===== config.mk =====
export PLATFORM = sky130hd
export DESIGN_NAME = multiplicative_order
export DESIGN_NICKNAME = d
export VERILOG_FILES = /design/src/design/mo_pkg.sv /design/src/design/mo_dpath.sv /design/src/design/mo_ctrl.sv /design/src/design/multiplicative_order.sv
export SDC_FILE = /design/constraint.sdc
export NUM_CORES = 1
export LEC_CHECK = 0
export ABC_CLOCK_PERIOD_IN_PS = 8450
export BUFFER_PORTS_ARGS = -buffer_cell sky130_fd_sc_hd__buf_2
export CORE_MARGIN = 1
export CORE_UTILIZATION = 41
export DETAILED_ROUTE_END_ITERATION = 10
export GPL_TIMING_DRIVEN = 0
export PLACE_DENSITY_LB_ADDON = 0.1
export REMOVE_ABC_BUFFERS = 1
export SYNTH_ARGS = -nofsm -noshare
export SYNTH_HDL_FRONTEND = slang
export SYNTH_HIERARCHICAL = 1
export SYNTH_SLANG_ARGS = --single-unit

===== constraint.sdc =====
create_clock -name clock -period 8.45 [get_ports clock]
set_clock_uncertainty 0.1 [all_clocks]
set_input_delay 0.4225 -clock clock [delete_from_list [all_inputs] [get_ports clock]]
set_output_delay 0.4225 -clock clock [all_outputs]
set_load 0.005 [all_outputs]

===== src/design/mo_pkg.sv =====
// Shared types and constants for the multiplicative order block.
package mo_pkg;

   // Widths of the payload fields on the ports.
   localparam int unsigned FieldWidth  = 16;
   localparam int unsigned StatusWidth = 2;

   // Result status codes.
   localparam logic [StatusWidth-1:0] STATUS_FOUND    = 2'd0;
   localparam logic [StatusWidth-1:0] STATUS_MULTIPLE = 2'd1;
   localparam logic [StatusWidth-1:0] STATUS_NO_CYCLE = 2'd2;

   // Input beat.
   typedef struct packed {
      logic [FieldWidth-1:0] base_value;
      logic [FieldWidth-1:0] modulus;
   } req_type;

   // Result beat.
   typedef struct packed {
      logic [FieldWidth-1:0]  order;
      logic [StatusWidth-1:0] status;
   } rsp_type;

   // Commands from the controller to the datapath.
   typedef struct packed {
      logic                   load;          // capture a new input beat
      logic                   start_reduce;  // begin base * 1 mod modulus
      logic                   start_power;   // begin power * residue mod modulus
      logic                   mul_step;      // one bit of the modular multiply
      logic                   take_residue;  // residue and power from product, k = 1
      logic                   take_power;    // power from product, k = k + 1
      logic                   out_load;      // write the result register
      logic [StatusWidth-1:0] out_status;    // status for the result register
   } cmd_type;

   // Status from the datapath to the controller.
   typedef struct packed {
      logic mod_zero;   // modulus is zero
      logic last_step;  // current multiply step is the final bit
      logic acc_zero;   // product is zero
      logic k_over;     // step count has passed the modulus
      logic pw_one;     // running power equals one
   } stat_type;

endpackage


===== src/design/mo_dpath.sv =====
// Datapath: operand registers, bit-serial modular multiplier, step counter and result register.
module mo_dpath #(
   parameter int unsigned WIDTH = 16
) (
   input  logic             clock,
   input  mo_pkg::req_type  req_data,
   input  mo_pkg::cmd_type  cmd,
   output mo_pkg::stat_type stat,
   output mo_pkg::rsp_type  rsp_data
);

   localparam int unsigned CntWidth = $clog2(WIDTH);

   logic [WIDTH-1:0]    base_ff, base_in;
   logic [WIDTH-1:0]    mod_ff, mod_in;
   logic [WIDTH-1:0]    res_ff, res_in;
   logic [WIDTH-1:0]    pw_ff, pw_in;
   logic [WIDTH-1:0]    acc_ff, acc_in;
   logic [WIDTH-1:0]    mplr_ff, mplr_in;
   logic [WIDTH-1:0]    addend_ff, addend_in;
   logic [CntWidth-1:0] cnt_ff, cnt_in;
   logic [WIDTH:0]      k_ff, k_in;
   mo_pkg::rsp_type     rsp_ff, rsp_in;

   logic [WIDTH:0] dbl;
   logic [WIDTH:0] dbl_red;
   logic [WIDTH:0] sum;
   logic [WIDTH:0] sum_red;
   logic [WIDTH:0] mod_ext;

   // One multiplier bit per cycle: double the product, then add the addend, reducing after each.
   always_comb begin
      mod_ext = {1'b0, mod_ff};
      dbl     = {acc_ff, 1'b0};
      dbl_red = (dbl >= mod_ext) ? (dbl - mod_ext) : dbl;
      sum     = dbl_red + (mplr_ff[WIDTH-1] ? {1'b0, addend_ff} : {(WIDTH+1){1'b0}});
      sum_red = (sum >= mod_ext) ? (sum - mod_ext) : sum;
   end

   // Next-state selection for the datapath registers.
   always_comb begin
      base_in   = base_ff;
      mod_in    = mod_ff;
      res_in    = res_ff;
      pw_in     = pw_ff;
      acc_in    = acc_ff;
      mplr_in   = mplr_ff;
      addend_in = addend_ff;
      cnt_in    = cnt_ff;
      k_in      = k_ff;
      rsp_in    = rsp_ff;

      if (cmd.load) begin
         base_in = WIDTH'(req_data.base_value);
         mod_in  = WIDTH'(req_data.modulus);
      end

      // The base is reduced by multiplying it with one, which is zero when the modulus is one.
      if (cmd.start_reduce) begin
         acc_in    = '0;
         mplr_in   = base_ff;
         addend_in = (mod_ff == WIDTH'(1)) ? '0 : WIDTH'(1);
         cnt_in    = CntWidth'(WIDTH - 1);
      end

      if (cmd.start_power) begin
         acc_in    = '0;
         mplr_in   = pw_ff;
         addend_in = res_ff;
         cnt_in    = CntWidth'(WIDTH - 1);
      end

      if (cmd.mul_step) begin
         acc_in  = sum_red[WIDTH-1:0];
         mplr_in = {mplr_ff[WIDTH-2:0], 1'b0};
         cnt_in  = cnt_ff - CntWidth'(1);
      end

      if (cmd.take_residue) begin
         res_in = acc_ff;
         pw_in  = acc_ff;
         k_in   = (WIDTH+1)'(1);
      end

      if (cmd.take_power) begin
         pw_in = acc_ff;
         k_in  = k_ff + (WIDTH+1)'(1);
      end

      // The order is reported only when one was found.
      if (cmd.out_load) begin
         rsp_in.status = cmd.out_status;
         rsp_in.order  = (cmd.out_status == mo_pkg::STATUS_FOUND) ?
                         mo_pkg::FieldWidth'(k_ff) : '0;
      end
   end

   // Payload registers need no reset.
   always_ff @(posedge clock) begin
      base_ff   <= base_in;
      mod_ff    <= mod_in;
      res_ff    <= res_in;
      pw_ff     <= pw_in;
      acc_ff    <= acc_in;
      mplr_ff   <= mplr_in;
      addend_ff <= addend_in;
      cnt_ff    <= cnt_in;
      k_ff      <= k_in;
      rsp_ff    <= rsp_in;
   end

   // Status back to the controller.
   always_comb begin
      stat.mod_zero  = (mod_ff == '0);
      stat.last_step = (cnt_ff == '0);
      stat.acc_zero  = (acc_ff == '0);
      stat.k_over    = (k_ff > {1'b0, mod_ff});
      stat.pw_one    = (pw_ff == WIDTH'(1));
   end

   assign rsp_data = rsp_ff;

endmodule


===== src/design/mo_ctrl.sv =====
// Controller: state machine that sequences reduction, power iterations and result delivery.
module mo_ctrl (
   input  logic             clock,
   input  logic             reset,
   input  logic             req_valid,
   output logic             req_stall,
   output logic             rsp_valid,
   input  logic             rsp_stall,
   input  mo_pkg::stat_type stat,
   output mo_pkg::cmd_type  cmd
);

   typedef enum logic [7:0] {
      ST_IDLE       = 8'b0000_0001,
      ST_SETUP      = 8'b0000_0010,
      ST_REDUCE     = 8'b0000_0100,
      ST_REDUCE_END = 8'b0000_1000,
      ST_CHECK      = 8'b0001_0000,
      ST_POWER      = 8'b0010_0000,
      ST_POWER_END  = 8'b0100_0000,
      ST_DONE       = 8'b1000_0000
   } state_type;

   state_type                         state_ff, state_in;
   logic [mo_pkg::StatusWidth-1:0]    fin_ff, fin_in;
   logic                              rsp_valid_ff, rsp_valid_in;

   // A new beat is taken only between items; a waiting result does not block it.
   assign req_stall = (state_ff != ST_IDLE);
   assign rsp_valid = rsp_valid_ff;

   // Sequencing of one item.
   always_comb begin
      state_in     = state_ff;
      fin_in       = fin_ff;
      rsp_valid_in = rsp_valid_ff && rsp_stall;
      cmd          = '0;

      case (state_ff)
         ST_IDLE: begin
            if (req_valid) begin
               cmd.load = 1'b1;
               state_in = ST_SETUP;
            end
         end
         ST_SETUP: begin
            if (stat.mod_zero) begin
               fin_in   = mo_pkg::STATUS_NO_CYCLE;
               state_in = ST_DONE;
            end else begin
               cmd.start_reduce = 1'b1;
               state_in         = ST_REDUCE;
            end
         end
         ST_REDUCE: begin
            cmd.mul_step = 1'b1;
            if (stat.last_step) begin
               state_in = ST_REDUCE_END;
            end
         end
         ST_REDUCE_END: begin
            if (stat.acc_zero) begin
               fin_in   = mo_pkg::STATUS_MULTIPLE;
               state_in = ST_DONE;
            end else begin
               cmd.take_residue = 1'b1;
               state_in         = ST_CHECK;
            end
         end
         // The order of a unit never exceeds the modulus, so a longer run has no cycle.
         ST_CHECK: begin
            if (stat.k_over) begin
               fin_in   = mo_pkg::STATUS_NO_CYCLE;
               state_in = ST_DONE;
            end else if (stat.pw_one) begin
               fin_in   = mo_pkg::STATUS_FOUND;
               state_in = ST_DONE;
            end else begin
               cmd.start_power = 1'b1;
               state_in        = ST_POWER;
            end
         end
         ST_POWER: begin
            cmd.mul_step = 1'b1;
            if (stat.last_step) begin
               state_in = ST_POWER_END;
            end
         end
         ST_POWER_END: begin
            cmd.take_power = 1'b1;
            state_in       = ST_CHECK;
         end
         // Wait until the result register is free or is being emptied.
         ST_DONE: begin
            if (!rsp_valid_ff || !rsp_stall) begin
               cmd.out_load   = 1'b1;
               cmd.out_status = fin_ff;
               rsp_valid_in   = 1'b1;
               state_in       = ST_IDLE;
            end
         end
         default: begin
            state_in = ST_IDLE;
         end
      endcase
   end

   // Control state.
   always_ff @(posedge clock) begin
      if (reset) begin
         state_ff     <= ST_IDLE;
         rsp_valid_ff <= 1'b0;
      end else begin
         state_ff     <= state_in;
         rsp_valid_ff <= rsp_valid_in;
      end
   end

   // Pending status needs no reset.
   always_ff @(posedge clock) begin
      fin_ff <= fin_in;
   end

endmodule


===== src/design/multiplicative_order.sv =====
// Top level of the multiplicative order block: controller and datapath.
//
// Usage: an input beat on req_ carries a base and a modulus; one result beat on
// rsp_ carries the least k >= 1 with base^k = 1 mod modulus and a status (found,
// base a multiple of the modulus, or no cycle through one).
// One item is worked on at a time: req_stall is high from the cycle after a beat
// is taken until the result has been written to the output register.
// A single bit-serial modular multiplier first reduces the base, then runs once
// for each power step; an order of k takes k - 1 power steps before rsp_valid
// rises, and a base with no cycle runs modulus steps.
// A base that is a multiple of the modulus, or a zero modulus, returns early.
// The result sits in an output register, so a new beat is taken while a result
// waits on rsp_stall; a finished result that finds the register still full waits
// until it drains. A stalled result holds its payload.
// Reset is synchronous and clears the controller state and the output valid; no
// storage needs clearing, so the block takes a beat in the first cycle after it.
module multiplicative_order #(
   parameter int unsigned WIDTH = 16
) (
   input  logic            clock,
   input  logic            reset,
   input  logic            req_valid,
   output logic            req_stall,
   input  mo_pkg::req_type req_data,
   output logic            rsp_valid,
   input  logic            rsp_stall,
   output mo_pkg::rsp_type rsp_data
);

   mo_pkg::cmd_type  cmd;
   mo_pkg::stat_type stat;

   // Sequencer.
   mo_ctrl u_ctrl (
      .clock     (clock),
      .reset     (reset),
      .req_valid (req_valid),
      .req_stall (req_stall),
      .rsp_valid (rsp_valid),
      .rsp_stall (rsp_stall),
      .stat      (stat),
      .cmd       (cmd)
   );

   // Arithmetic and result register.
   mo_dpath #(
      .WIDTH (WIDTH)
   ) u_dpath (
      .clock    (clock),
      .req_data (req_data),
      .cmd      (cmd),
      .stat     (stat),
      .rsp_data (rsp_data)
   );

endmodule


==> results of run 1 <==
## sequential cells by signal, summed over array words and instances (netlist names)
name,cells
u_dpath/acc_ff,16
u_ctrl/state_ff,8
u_ctrl/fin_ff,2
u_dpath/res_ff,16
u_dpath/base_ff,16
u_ctrl/rsp_valid,1
u_dpath/k_ff,17
u_dpath/mplr_ff,16
u_dpath/pw_ff,16
u_dpath/cnt_ff,4
u_dpath/mod_ff,16
u_dpath/addend_ff,16
u_dpath/rsp_data,18
## layout by cell type, fill, tap and decap left out, types with 6 or more instances in the layout
cell type,instances
xnor2_1,36
o21bai_1,7
edfxtp_1,152
a31oi_1,8
nand2b_1,6
a211oi_1,6
nand2_1,60
o21ai_0,53
nor4_1,13
a21o_1,11
nand4_1,15
inv_1,44
nor3_1,20
nor2b_1,10
ha_1,67
and2_1,60
clkbuf_16,17
dfxtp_1,10
nor2_1,36
xor2_1,16
a21oi_1,54
nand3_1,27
o21ai_1,7
mux2i_1,17
buf_2,55
## routing by layer
| layer | wire length [µm] | up-vias | part of all wire, % | track usage [%] |
|---|---|---|---|---|
| met1 | 10900 | 3061 | 52 | 26.8 |
| met2 | 8990 | 121 | 43 | 27.9 |
| met3 | 658 | 21 | 3.1 | 2.75 |
| li1 | - | 3266 | - | - |
| met5 | 0 | - | 0 | 0 |
| met4 | 430 | 0 | 2.1 | 6.38 |
## power groups by stage
| stage | Sequential [mW] | Clock (mW) | Combinational (mW) |
|---|---|---|---|
| after global placement | 1.06 | 0 | 1.95 |
| after global routing | 1.05 | 0.809 | 2.25 |
| after CTS | 1.04 | 0.781 | 1.99 |
| after floorplan | 1.03 | 0 | 1.54 |
| final | 1.04 | 0.758 | 2.02 |
| after detailed placement | 1.05 | 0 | 1.97 |
## metrics by stage
step                      util [%]  setup WS (ns)
after floorplan                  -           1.25
after global placement        43.9         -0.247
after detailed placement      44.2          0.295
after CTS                     46.8          0.251
after global routing          46.9          0.116
final                         46.9          0.690
## cells by family (layout without fill, tap and decap cells)
| kind of cell | count (synthesis) | in the layout | share of synthesized area [%] |
|---|---|---|---|
| xor gates and xnor gates | 54 | 54 | 5.19 |
| adders and majority gates | 70 | 70 | 9.56 |
| AOI/OAI and AO/OA | 191 | 191 | 12.8 |
| and+or+nand+nor | 286 | 286 | 16.9 |
| muxes | 18 | 18 | 1.93 |
| DFF | 162 | 162 | 50.7 |
| buffers and inverters | 66 | 133 | 2.92 |
## worst min path at each step
| stage | to | slack, ns | depth (start not counted) |
|---|---|---|---|
| 6_report | u_dpath/mod_ff[4]$_DFFE_PP_ | 0.07 | 1 |
| 5_1_grt | u_dpath/mod_ff[3]$_DFFE_PP_ | 0.05 | 1 |
| 4_1_cts | u_dpath/mod_ff[4]$_DFFE_PP_ | 0.05 | 1 |
| 3_5_place_dp | u_dpath/addend_ff[9]$_SDFFCE_PN0P_ | 0.41 | 1 |
| 3_3_place_gp | u_ctrl/rsp_valid$_SDFF_PP0_ | 0.40 | 2 |
| 2_1_floorplan | u_dpath/mplr_ff[0]$_SDFFE_PP0P_ | 0.36 | 2 |
## cell type report
type	count	area [µm²]	area share (%)
sequential	162	4760	45.1
tap	285	357	3.37
clock buffer	17	425	4.02
timing repair buffer	57	318	3.01
inverter	44	165	1.56
clock inverter	15	150	1.42
multi-input combinational	619	4400	41.6
## critical path: cells and delay by family, from the launching register on
| family | cells | cell delay, ns |
|---|---|---|
| flops | 1 | 0.41 |
| fa+ha+maj | 3 | 0.95 |
| mux | 1 | 0.42 |
| buf+inv | 1 | 0.18 |
| simple gates | 5 | 1.19 |
| compound gates | 16 | 4.23 |
==> results.sh, run 1 <==
export IMPL_grt_use_total_pct=18.4
export IMPL_setup_worst_path_start="u_dpath/mod_ff[6]$_DFFE_PP_"
export IMPL_post_cts_buffers=0
export IMPL_n_antenna_cell=0
export IMPL_place_area_um2=9980
export IMPL_cpMostUsedCell="a211oi_1"
export IMPL_hp_class="input pin to flop"
export IMPL_cts_tree="yes"
export IMPL_status="completed"
export IMPL_yosysSeqAreaShare_pct=50.7
export IMPL_fin_crit_sh_pct=91.8
export IMPL_synth_most_common_cell="edfxtp_1"
export IMPL_routed_via_density=5.40
export IMPL_r2r_end="u_dpath/acc_ff[1]$_SDFFCE_PN0P_"
export IMPL_fillers=2124
export IMPL_pwr_share_seq_pct=27.1
export IMPL_period_needed_ns=7.76
export IMPL_power_density_nw_per_um2=361
export IMPL_hold_viol=0
export IMPL_grt_ovfl_total=0
export IMPL_yosysWarnings=6
export IMPL_crit_arrival_ns=7.81
export IMPL_timing_reg2reg_setup_slack_ns=0.69
export IMPL_combPwrFrac_pct=53.0
export IMPL_synthTopCellsByArea="edfxtp_1 49%, ha_1 8.9%, and2_1 4.0%, xnor2_1 3.4%, a21oi_1 2.9%"
export IMPL_area_delta_synth_final_pct=12.6
export IMPL_ant_nets=0
export IMPL_setup_violations_final=0
export IMPL_p_clk_share_pct=19.9
export IMPL_synth_top_area_share_pct=48.6
export IMPL_p_switching_mw=1.62
export IMPL_yosysTopAreaCell="edfxtp_1"
export IMPL_leakagePower_nw=3.81
export IMPL_grt_pass1_wl_mm=33.4
export IMPL_synth_edf_count=152
export IMPL_numCtsBuffers=17
export IMPL_end_kind="flop"
export IMPL_r2r_cells=26
export IMPL_rsz0062_at_grt="no"
export IMPL_clk_pin_slew_ns=0.07
export IMPL_synthTopCellsByCount="152 x edfxtp_1, 67 x ha_1, 60 x and2_1, 60 x nand2_1, 55 x a21oi_1"
export IMPL_dieArea_um2=23500
export IMPL_port_buffers=55
export IMPL_whs_ns=0.0699
export IMPL_dp_cells=1167
export IMPL_hpwl_mm=15.6
export IMPL_crit_end="u_dpath/acc_ff[1]$_SDFFCE_PN0P_"
export IMPL_row_count=55
export IMPL_cts_sinks=162
export IMPL_worstPathRequired_ns=8.50
export IMPL_cts_root_buf="clkbuf_16"
export IMPL_antenna_found_initial=0
export IMPL_ctsResizeCount=0
export IMPL_wirelength_mm=21.0
export IMPL_nets=1007
export IMPL_min_delay_start="req_data[4]"
export IMPL_slowest_stage="o21ai_4"
export IMPL_core_area_um2=22600
export IMPL_vdd_drop_max_mv=0.206
export IMPL_cpPeakStageDelay_ns=0.53
export IMPL_die_h_um=153
export IMPL_grt_pass1_vias=6240
export IMPL_switching_share_pct=42.6
export IMPL_ys_flop_type="edfxtp_1"
export IMPL_h_tree_depth=4
export IMPL_path_max_fanout=30
export IMPL_yosysUniqueCellTypes=71
export IMPL_vias=6469
export IMPL_firstDrtPassIters=4
export IMPL_die_x_um=153
export IMPL_drc=0
export IMPL_tns_ns=0
export IMPL_drive_gt1_share_pct=12.8
export IMPL_cts_buffer_depth=2
export IMPL_ys_ff_latch=162
export IMPL_hold_buffers=0
export IMPL_drt_wirelength_per_cell_um=17.5
export IMPL_worstSkewPairLatency_ns=0.42
export IMPL_synthArstFlopShare_pct=0
export IMPL_critPathLaunchType="flop"
export IMPL_p_int_mw=2.19
export IMPL_drv_slew=0
export IMPL_worst_pin_slew_ns=1.28
export IMPL_crit_type="flop to flop"
export IMPL_drt_iter0_drc=391
export IMPL_fmax_ghz=0.129
export IMPL_r2r_start="u_dpath/mod_ff[6]$_DFFE_PP_"
export IMPL_fin_cells=1199
export IMPL_fin_area_um2=10600
export IMPL_start_util_pct=41.6
export IMPL_grt_max_degree=42
export IMPL_syn_area_um2=9400
export IMPL_syn_inst=847
export IMPL_drv_cap=0
export IMPL_syn_avg_cell_area_um2=11.1
export IMPL_p_total_mw=3.81
export IMPL_ioPinCount=56
export IMPL_relSlewSlack_pct=14.4
export IMPL_gp_congestion=0.809
Note: power is estimated with default switching activity, not from simulation.
==> run 2: changes to the inputs <==
--- a/config.mk
+++ b/config.mk
@@ -8,12 +8,11 @@
 export ABC_CLOCK_PERIOD_IN_PS = 8450
 export BUFFER_PORTS_ARGS = -buffer_cell sky130_fd_sc_hd__buf_2
 export CORE_MARGIN = 1
-export CORE_UTILIZATION = 41
+export CORE_UTILIZATION = 56
 export DETAILED_ROUTE_END_ITERATION = 10
 export GPL_TIMING_DRIVEN = 0
 export PLACE_DENSITY_LB_ADDON = 0.1
 export REMOVE_ABC_BUFFERS = 1
 export SYNTH_ARGS = -nofsm -noshare
 export SYNTH_HDL_FRONTEND = slang
-export SYNTH_HIERARCHICAL = 1
 export SYNTH_SLANG_ARGS = --single-unit
==> run 2 against run 1 <==
Clock power up 5.1%. Die area down 28%. Cell count down 7.3%. Utilization up 18 points. Count of clock-buffer cells in the layout up 2. Sequential power down 11%. Combinational power down 68%. Sequential cell count unchanged. Largest power group is now registers. Highest routed layer unchanged. Critical path type unchanged. Fmax down 0.93%.
==> results.sh, run 2 <==
export IMPL_tns_ns=0
export IMPL_dp_cells=1078
export IMPL_core_area_um2=15900
export IMPL_grt_pass1_wl_mm=32.2
export IMPL_syn_inst=828
export IMPL_grt_ovfl_total=0
export IMPL_numCtsBuffers=17
export IMPL_synth_edf_count=152
export IMPL_drv_slew=0
export IMPL_fin_crit_sh_pct=92.7
export IMPL_leakagePower_nw=3.95
export IMPL_hpwl_mm=15.4
export IMPL_grt_use_total_pct=25.5
export IMPL_routed_via_density=5.94
export IMPL_vias=6603
export IMPL_yosysSeqAreaShare_pct=51.7
export IMPL_multiInputGateArea_um2=4250
export IMPL_drt_iter0_drc=424
export IMPL_p_clk_share_pct=33.8
export IMPL_syn_avg_cell_area_um2=11.1
export IMPL_dieArea_um2=17000
export IMPL_drc=0
export IMPL_drv_cap=0
export IMPL_n_antenna_cell=0
export IMPL_worstSkewPairLatency_ns=0.43
export IMPL_clk_pin_slew_ns=0.06
export IMPL_wirelength_mm=20.5
export IMPL_firstDrtPassIters=5
export IMPL_h_tree_depth=4
export IMPL_grt_use_met2_pct=40.5
export IMPL_drt_wirelength_per_cell_um=18.5
export IMPL_status="completed"
export IMPL_synthTopCellsByArea="edfxtp_1 50%, ha_1 9.1%, xnor2_1 3.3%, a21oi_1 3.0%, nor2_1 2.5%"
export IMPL_rsz0062_at_grt="no"
export IMPL_grt_max_degree=36
export IMPL_use_met1_pct=34.5
export IMPL_gp_congestion=0.861
export IMPL_row_count=46
export IMPL_crit_type="flop to flop"
export IMPL_p_switching_uw=726
export IMPL_cts_buffer_depth=2
export IMPL_yosysWarnings=0
export IMPL_ys_ff_latch=162
export IMPL_setup_violations_final=0
export IMPL_hold_viol=0
export IMPL_worstPathRequired_ns=8.49
export IMPL_area_delta_synth_final_pct=12.4
export IMPL_relSlewSlack_pct=24.8
export IMPL_p_int_mw=1.63
export IMPL_synth_top_area_share_pct=49.6
export IMPL_hold_buffers=0
export IMPL_synthArstFlopShare_pct=0
export IMPL_pwr_share_seq_pct=39.1
export IMPL_post_cts_buffers=0
export IMPL_die_x_um=130
export IMPL_nets=989
export IMPL_final_cell_mix="152 x edfxtp_1, 67 x ha_1, 60 x nor2_1"
export IMPL_yosysUniqueCellTypes=55
export IMPL_power_density_nw_per_um2=228
export IMPL_end_kind="flop"
export IMPL_period_needed_ns=7.83
export IMPL_antenna_found_initial=0
export IMPL_ctsResizeCount=0
export IMPL_cpPeakStageDelay_ns=0.87
export IMPL_vdd_drop_max_mv=0.169
export IMPL_grt_pass1_vias=6396
export IMPL_hp_class="input pin to flop"
export IMPL_crit_chain="ha_1 > a21o_1 > o21ai_0 > a21oi_1 > o21ai_0 > nand3_1 > mux2_2 > inv_1 > fa_1 > nand3b_1 > a21boi_1 > o221ai_1 > xnor2_1 > ha_1 > a21o_1 > a21oi_1 > o21ai_0 > a21oi_1 > o31ai_1 > a221o_1 > nor3_2 > a211oi_2"
export IMPL_start_util_pct=57.8
export IMPL_layout_commonest_cell="edfxtp_1"
export IMPL_path_max_fanout=24
export IMPL_cts_tree="yes"
export IMPL_yosysTopAreaCell="edfxtp_1"
export IMPL_ys_flop_type="edfxtp_1"
export IMPL_critPathLaunchType="flop"
export IMPL_fmax_ghz=0.128
export IMPL_met3_usage_pct=4.51
export IMPL_cts_root_buf="clkbuf_16"
export IMPL_port_buffers=55
export IMPL_worst_pin_slew_ns=1.13
export IMPL_ant_nets=0
export IMPL_largest_reg_flops=18
export IMPL_cts_sinks=162
export IMPL_syn_area_um2=9210
export IMPL_top_usage_layer="met2"
export IMPL_die_h_um=130
export IMPL_register_area_um2=4760
export IMPL_combPwrFrac_pct=27.1
export IMPL_synthTopCellsByCount="152 x edfxtp_1, 67 x ha_1, 61 x nor2_1, 56 x nand2_1, 55 x a21oi_1"
export IMPL_crit_arrival_ns=7.87
export IMPL_fillers=1227
export IMPL_drive_gt1_share_pct=12.0
export IMPL_fin_cells=1111
export IMPL_ioPinCount=56
export IMPL_slowest_stage="nor3_2"
export IMPL_synth_most_common_cell="edfxtp_1"
export IMPL_switching_share_pct=30.8
## run 2: cell families (layout without fill, tap and decap cells)
family	count (synthesis)	after routing	share of synthesized area [%]
and+or+nand+nor	280	281	15.7
AOI/OAI and AO/OA	176	176	12.1
DFF	162	162	51.7
adders and majority gates	70	70	9.76
buffers and inverters	59	125	2.53
xor gates and xnor gates	56	56	5.33
muxes	25	25	2.83
## run 2: worst max-delay path: cells and delay by family (launching register included)
kind,cells,cell delay [ns]
compound gates,13,3.00
xor+xnor,1,0.41
fa+ha+maj,3,1.21
buf+inv,1,0.06
flops,1,0.51
mux,1,0.45
simple gates,3,1.80
## run 2: path summary, 6_finish.rpt
path                                    startpoint                              end  slack, ns  depth (start not counted)
setup / recovery  u_dpath.acc_ff[10]$_SDFFCE_PN0P_  u_dpath.acc_ff[1]$_SDFFCE_PN0P_       0.62                         22
hold reg to reg    u_ctrl.state_ff[2]$_SDFFE_PP0P_  u_ctrl.state_ff[2]$_SDFFE_PP0P_       0.42                          2
setup reg to reg  u_dpath.acc_ff[10]$_SDFFCE_PN0P_  u_dpath.acc_ff[1]$_SDFFCE_PN0P_       0.62                         22
hold / removal                         req_data[3]      u_dpath.mod_ff[3]$_DFFE_PP_       0.07                          1
## run 2: cell type report
cell class,instances,area share [%]
timing repair buffer,57,3.07
tap,216,2.61
clock buffer,19,4.18
clock inverter,12,1.70
inverter,37,1.34
sequential,162,46.0
multi-input combinational,608,41.1
## run 2: stage by stage
step,total power [mW],area [µm²],setup slack (ns),hold slack (ns),util (%)
after CTS,2.35,10300,0.610,0.0557,64.8
final,2.36,10400,0.617,0.0682,64.9
after global routing,2.47,10400,0.0486,0.0448,64.9
after global placement,1.53,9660,0.847,0.383,60.6
after detailed placement,1.55,9710,0.644,0.399,60.9
after floorplan,1.41,9110,2.06,0.364,-
## run 2: power by group through the flow
stage / registers, mW / logic [mW] / clock network (mW)
after floorplan: 0.933 / 0.480 / 0
final: 0.923 / 0.638 / 0.797
after global placement: 0.940 / 0.590 / 0
after detailed placement: 0.939 / 0.614 / 0
after global routing: 0.925 / 0.706 / 0.844
after CTS: 0.923 / 0.620 / 0.805
## run 2: routing by layer
metal / wire length, µm / part of all wire, % / vias to the layer above
li1: - / - / 3190
met1: 9520 / 46 / 3195
met3: 953 / 4.6 / 31
met4: 527 / 2.6 / 0
met2: 9530 / 46 / 187
met5: 0 / 0 / -
==> run 3: changes to the inputs <==
--- a/config.mk
+++ b/config.mk
@@ -10,8 +10,7 @@
 export CORE_MARGIN = 1
 export CORE_UTILIZATION = 56
 export DETAILED_ROUTE_END_ITERATION = 10
-export GPL_TIMING_DRIVEN = 0
-export PLACE_DENSITY_LB_ADDON = 0.1
+export PLACE_DENSITY = 0.77
 export REMOVE_ABC_BUFFERS = 1
 export SYNTH_ARGS = -nofsm -noshare
 export SYNTH_HDL_FRONTEND = slang
==> run 3 against run 2 <==
Sequential share of layout area increased by 0.12 points. Worst hold slack got worse by 0.0096 ns. Critical path depth increased by 3. Cell count increased by 0.27%. Fmax increased by 7.1%. Routed wire length decreased by 2.3%. Register-to-register slack improved by 0.52 ns. Clock power increased by 0.8%. Critical endpoint is now u_dpath.acc_ff[9]$_SDFFCE_PN0P_. Highest routed layer unchanged.
==> results.sh, run 3 (synthesis gave the netlist of run 2 again) <==
export IMPL_port_buffers=55
export IMPL_drv_cap=0
export IMPL_hold_buffers=0
export IMPL_min_delay_start="req_data[31]"
export IMPL_hpwl_mm=14.7
export IMPL_status="completed"
export IMPL_drt_wirelength_per_cell_um=18.0
export IMPL_dp_cells=1082
export IMPL_crit_type="flop to flop"
export IMPL_setup_ws_ns=1.14
export IMPL_dieArea_um2=17000
export IMPL_gp_congestion=0.855
export IMPL_crit_arrival_ns=7.36
export IMPL_row_count=46
export IMPL_ioPinCount=56
export IMPL_ant_nets=0
export IMPL_fillers=1219
export IMPL_fin_cells=1114
export IMPL_fmax_ghz=0.137
export IMPL_grt_use_total_pct=25.2
export IMPL_ctsResizeCount=0
export IMPL_cts_buffer_depth=2
export IMPL_worstPathRequired_ns=8.50
export IMPL_combPwrFrac_pct=26.7
export IMPL_pwr_share_seq_pct=39.2
export IMPL_drt_iter0_drc=581
export IMPL_leakagePower_nw=3.96
export IMPL_drv_slew=0
export IMPL_grt_pass1_wl_mm=31.7
export IMPL_nets=991
export IMPL_h_tree_depth=4
export IMPL_largest_reg_flops=18
export IMPL_cts_tree="yes"
export IMPL_antenna_found_initial=0
export IMPL_tns_ns=0
export IMPL_final_cell_mix="152 x edfxtp_1, 67 x ha_1, 60 x nor2_1"
export IMPL_cts_sinks=162
export IMPL_period_needed_ns=7.31
export IMPL_preCtsSetupSlack_ns=1.34
export IMPL_switching_share_pct=30.5
export IMPL_p_switching_uw=719
export IMPL_cts_root_buf="clkbuf_16"
export IMPL_die_h_um=130
export IMPL_vias=6498
export IMPL_worstSkewPairLatency_ns=0.44
export IMPL_n_antenna_cell=0
export IMPL_post_cts_buffers=0
export IMPL_hold_viol=0
export IMPL_routed_via_density=5.83
export IMPL_clk_pin_slew_ns=0.07
export IMPL_r2r_start="u_dpath.mod_ff[1]$_DFFE_PP_"
export IMPL_start_util_pct=57.8
export IMPL_critPathLaunchType="flop"
export IMPL_p_clk_share_pct=34.1
export IMPL_grt_max_degree=50
export IMPL_setup_violations_final=0
export IMPL_post_route_util_pct=64.8
export IMPL_core_area_um2=15900
export IMPL_path_max_fanout=31
export IMPL_drive_gt1_share_pct=12.0
export IMPL_layout_commonest_cell="edfxtp_1"
export IMPL_vdd_drop_max_mv=0.130
export IMPL_fin_crit_sh_pct=86.5
export IMPL_power_density_nw_per_um2=228
export IMPL_drc=0
export IMPL_hp_class="input pin to flop"
export IMPL_end_kind="flop"
export IMPL_numCtsBuffers=17
export IMPL_relSlewSlack_pct=24.4
export IMPL_wirelength_mm=20.1
export IMPL_area_delta_synth_final_pct=12.1
export IMPL_worst_pin_slew_ns=1.13
export IMPL_die_x_um=130
export IMPL_grt_ovfl_total=0
export IMPL_grt_pass1_vias=6245
export IMPL_p_int_mw=1.63
export IMPL_firstDrtPassIters=5
export IMPL_setup_worst_path_start="u_dpath.mod_ff[1]$_DFFE_PP_"
export IMPL_rsz0062_at_grt="no"
## run 3: power by group through the flow
| stage | clock (mW) | sequential (mW) | combinational, mW |
|---|---|---|---|
| 2_1_floorplan | 0 | 0.933 | 0.480 |
| 3_3_place_gp | 0 | 0.938 | 0.601 |
| 3_5_place_dp | 0 | 0.938 | 0.610 |
| 4_1_cts | 0.807 | 0.922 | 0.617 |
| 5_1_grt | 0.841 | 0.924 | 0.692 |
| 6_report | 0.803 | 0.922 | 0.627 |
## run 3: per-stage QoR
| step | area (µm²) | hold slack [ns] | power, mW |
|---|---|---|---|
| after floorplan | 9110 | 0.364 | 1.41 |
| after global placement | 9710 | 0.394 | 1.54 |
| after detailed placement | 9710 | 0.402 | 1.55 |
| after CTS | 10300 | 0.0480 | 2.35 |
| after global routing | 10300 | 0.0463 | 2.46 |
| final | 10300 | 0.0586 | 2.35 |
## run 3: final timing paths
path,endpoint,slack (ns),cells after the start
min reg2reg,u_ctrl.state_ff[2]$_SDFFE_PP0P_,0.41,2
max reg2reg,u_dpath.acc_ff[9]$_SDFFCE_PN0P_,1.14,25
min,u_dpath.base_ff[15]$_DFFE_PP_,0.06,1
max,u_dpath.acc_ff[9]$_SDFFCE_PN0P_,1.14,25
## run 3: area by class of cell
cell class / count / area, µm² / area share, %
sequential: 162 / 4760 / 46.1
multi-input combinational: 607 / 4230 / 40.9
clock buffer: 18 / 429 / 4.16
timing repair buffer: 60 / 313 / 3.03
tap: 216 / 270 / 2.62
clock inverter: 14 / 181 / 1.76
inverter: 37 / 139 / 1.35
## run 3: critical path: stages, from the launching register on
cell and delay (ns):
edfxtp_1 0.39, inv_1 0.25, ha_1 0.31, nor2b_1 0.14
o31ai_1 0.29, a211oi_1 0.19, o31ai_1 0.38, nand3_1 0.67
mux2_2 0.45, inv_1 0.05, fa_1 0.42, nand3b_1 0.21
a21boi_1 0.25, o221ai_1 0.29, xnor2_1 0.31, ha_1 0.32
a21o_1 0.18, a21oi_1 0.27, o21ai_0 0.12, a21oi_1 0.14
o31ai_1 0.11, a221o_1 0.41, nor3_4 0.11, buf_4 0.32
mux2i_1 0.26, nor2_1 0.06
## run 3: routing by layer
metal  GRT usage, %  up-vias  wire, µm
met2           39.6      191      9110
met3           4.92       29      1140
met4           9.85        0       443
met5              0        -         0
met1           34.5     3090      9360
li1               -     3188         -
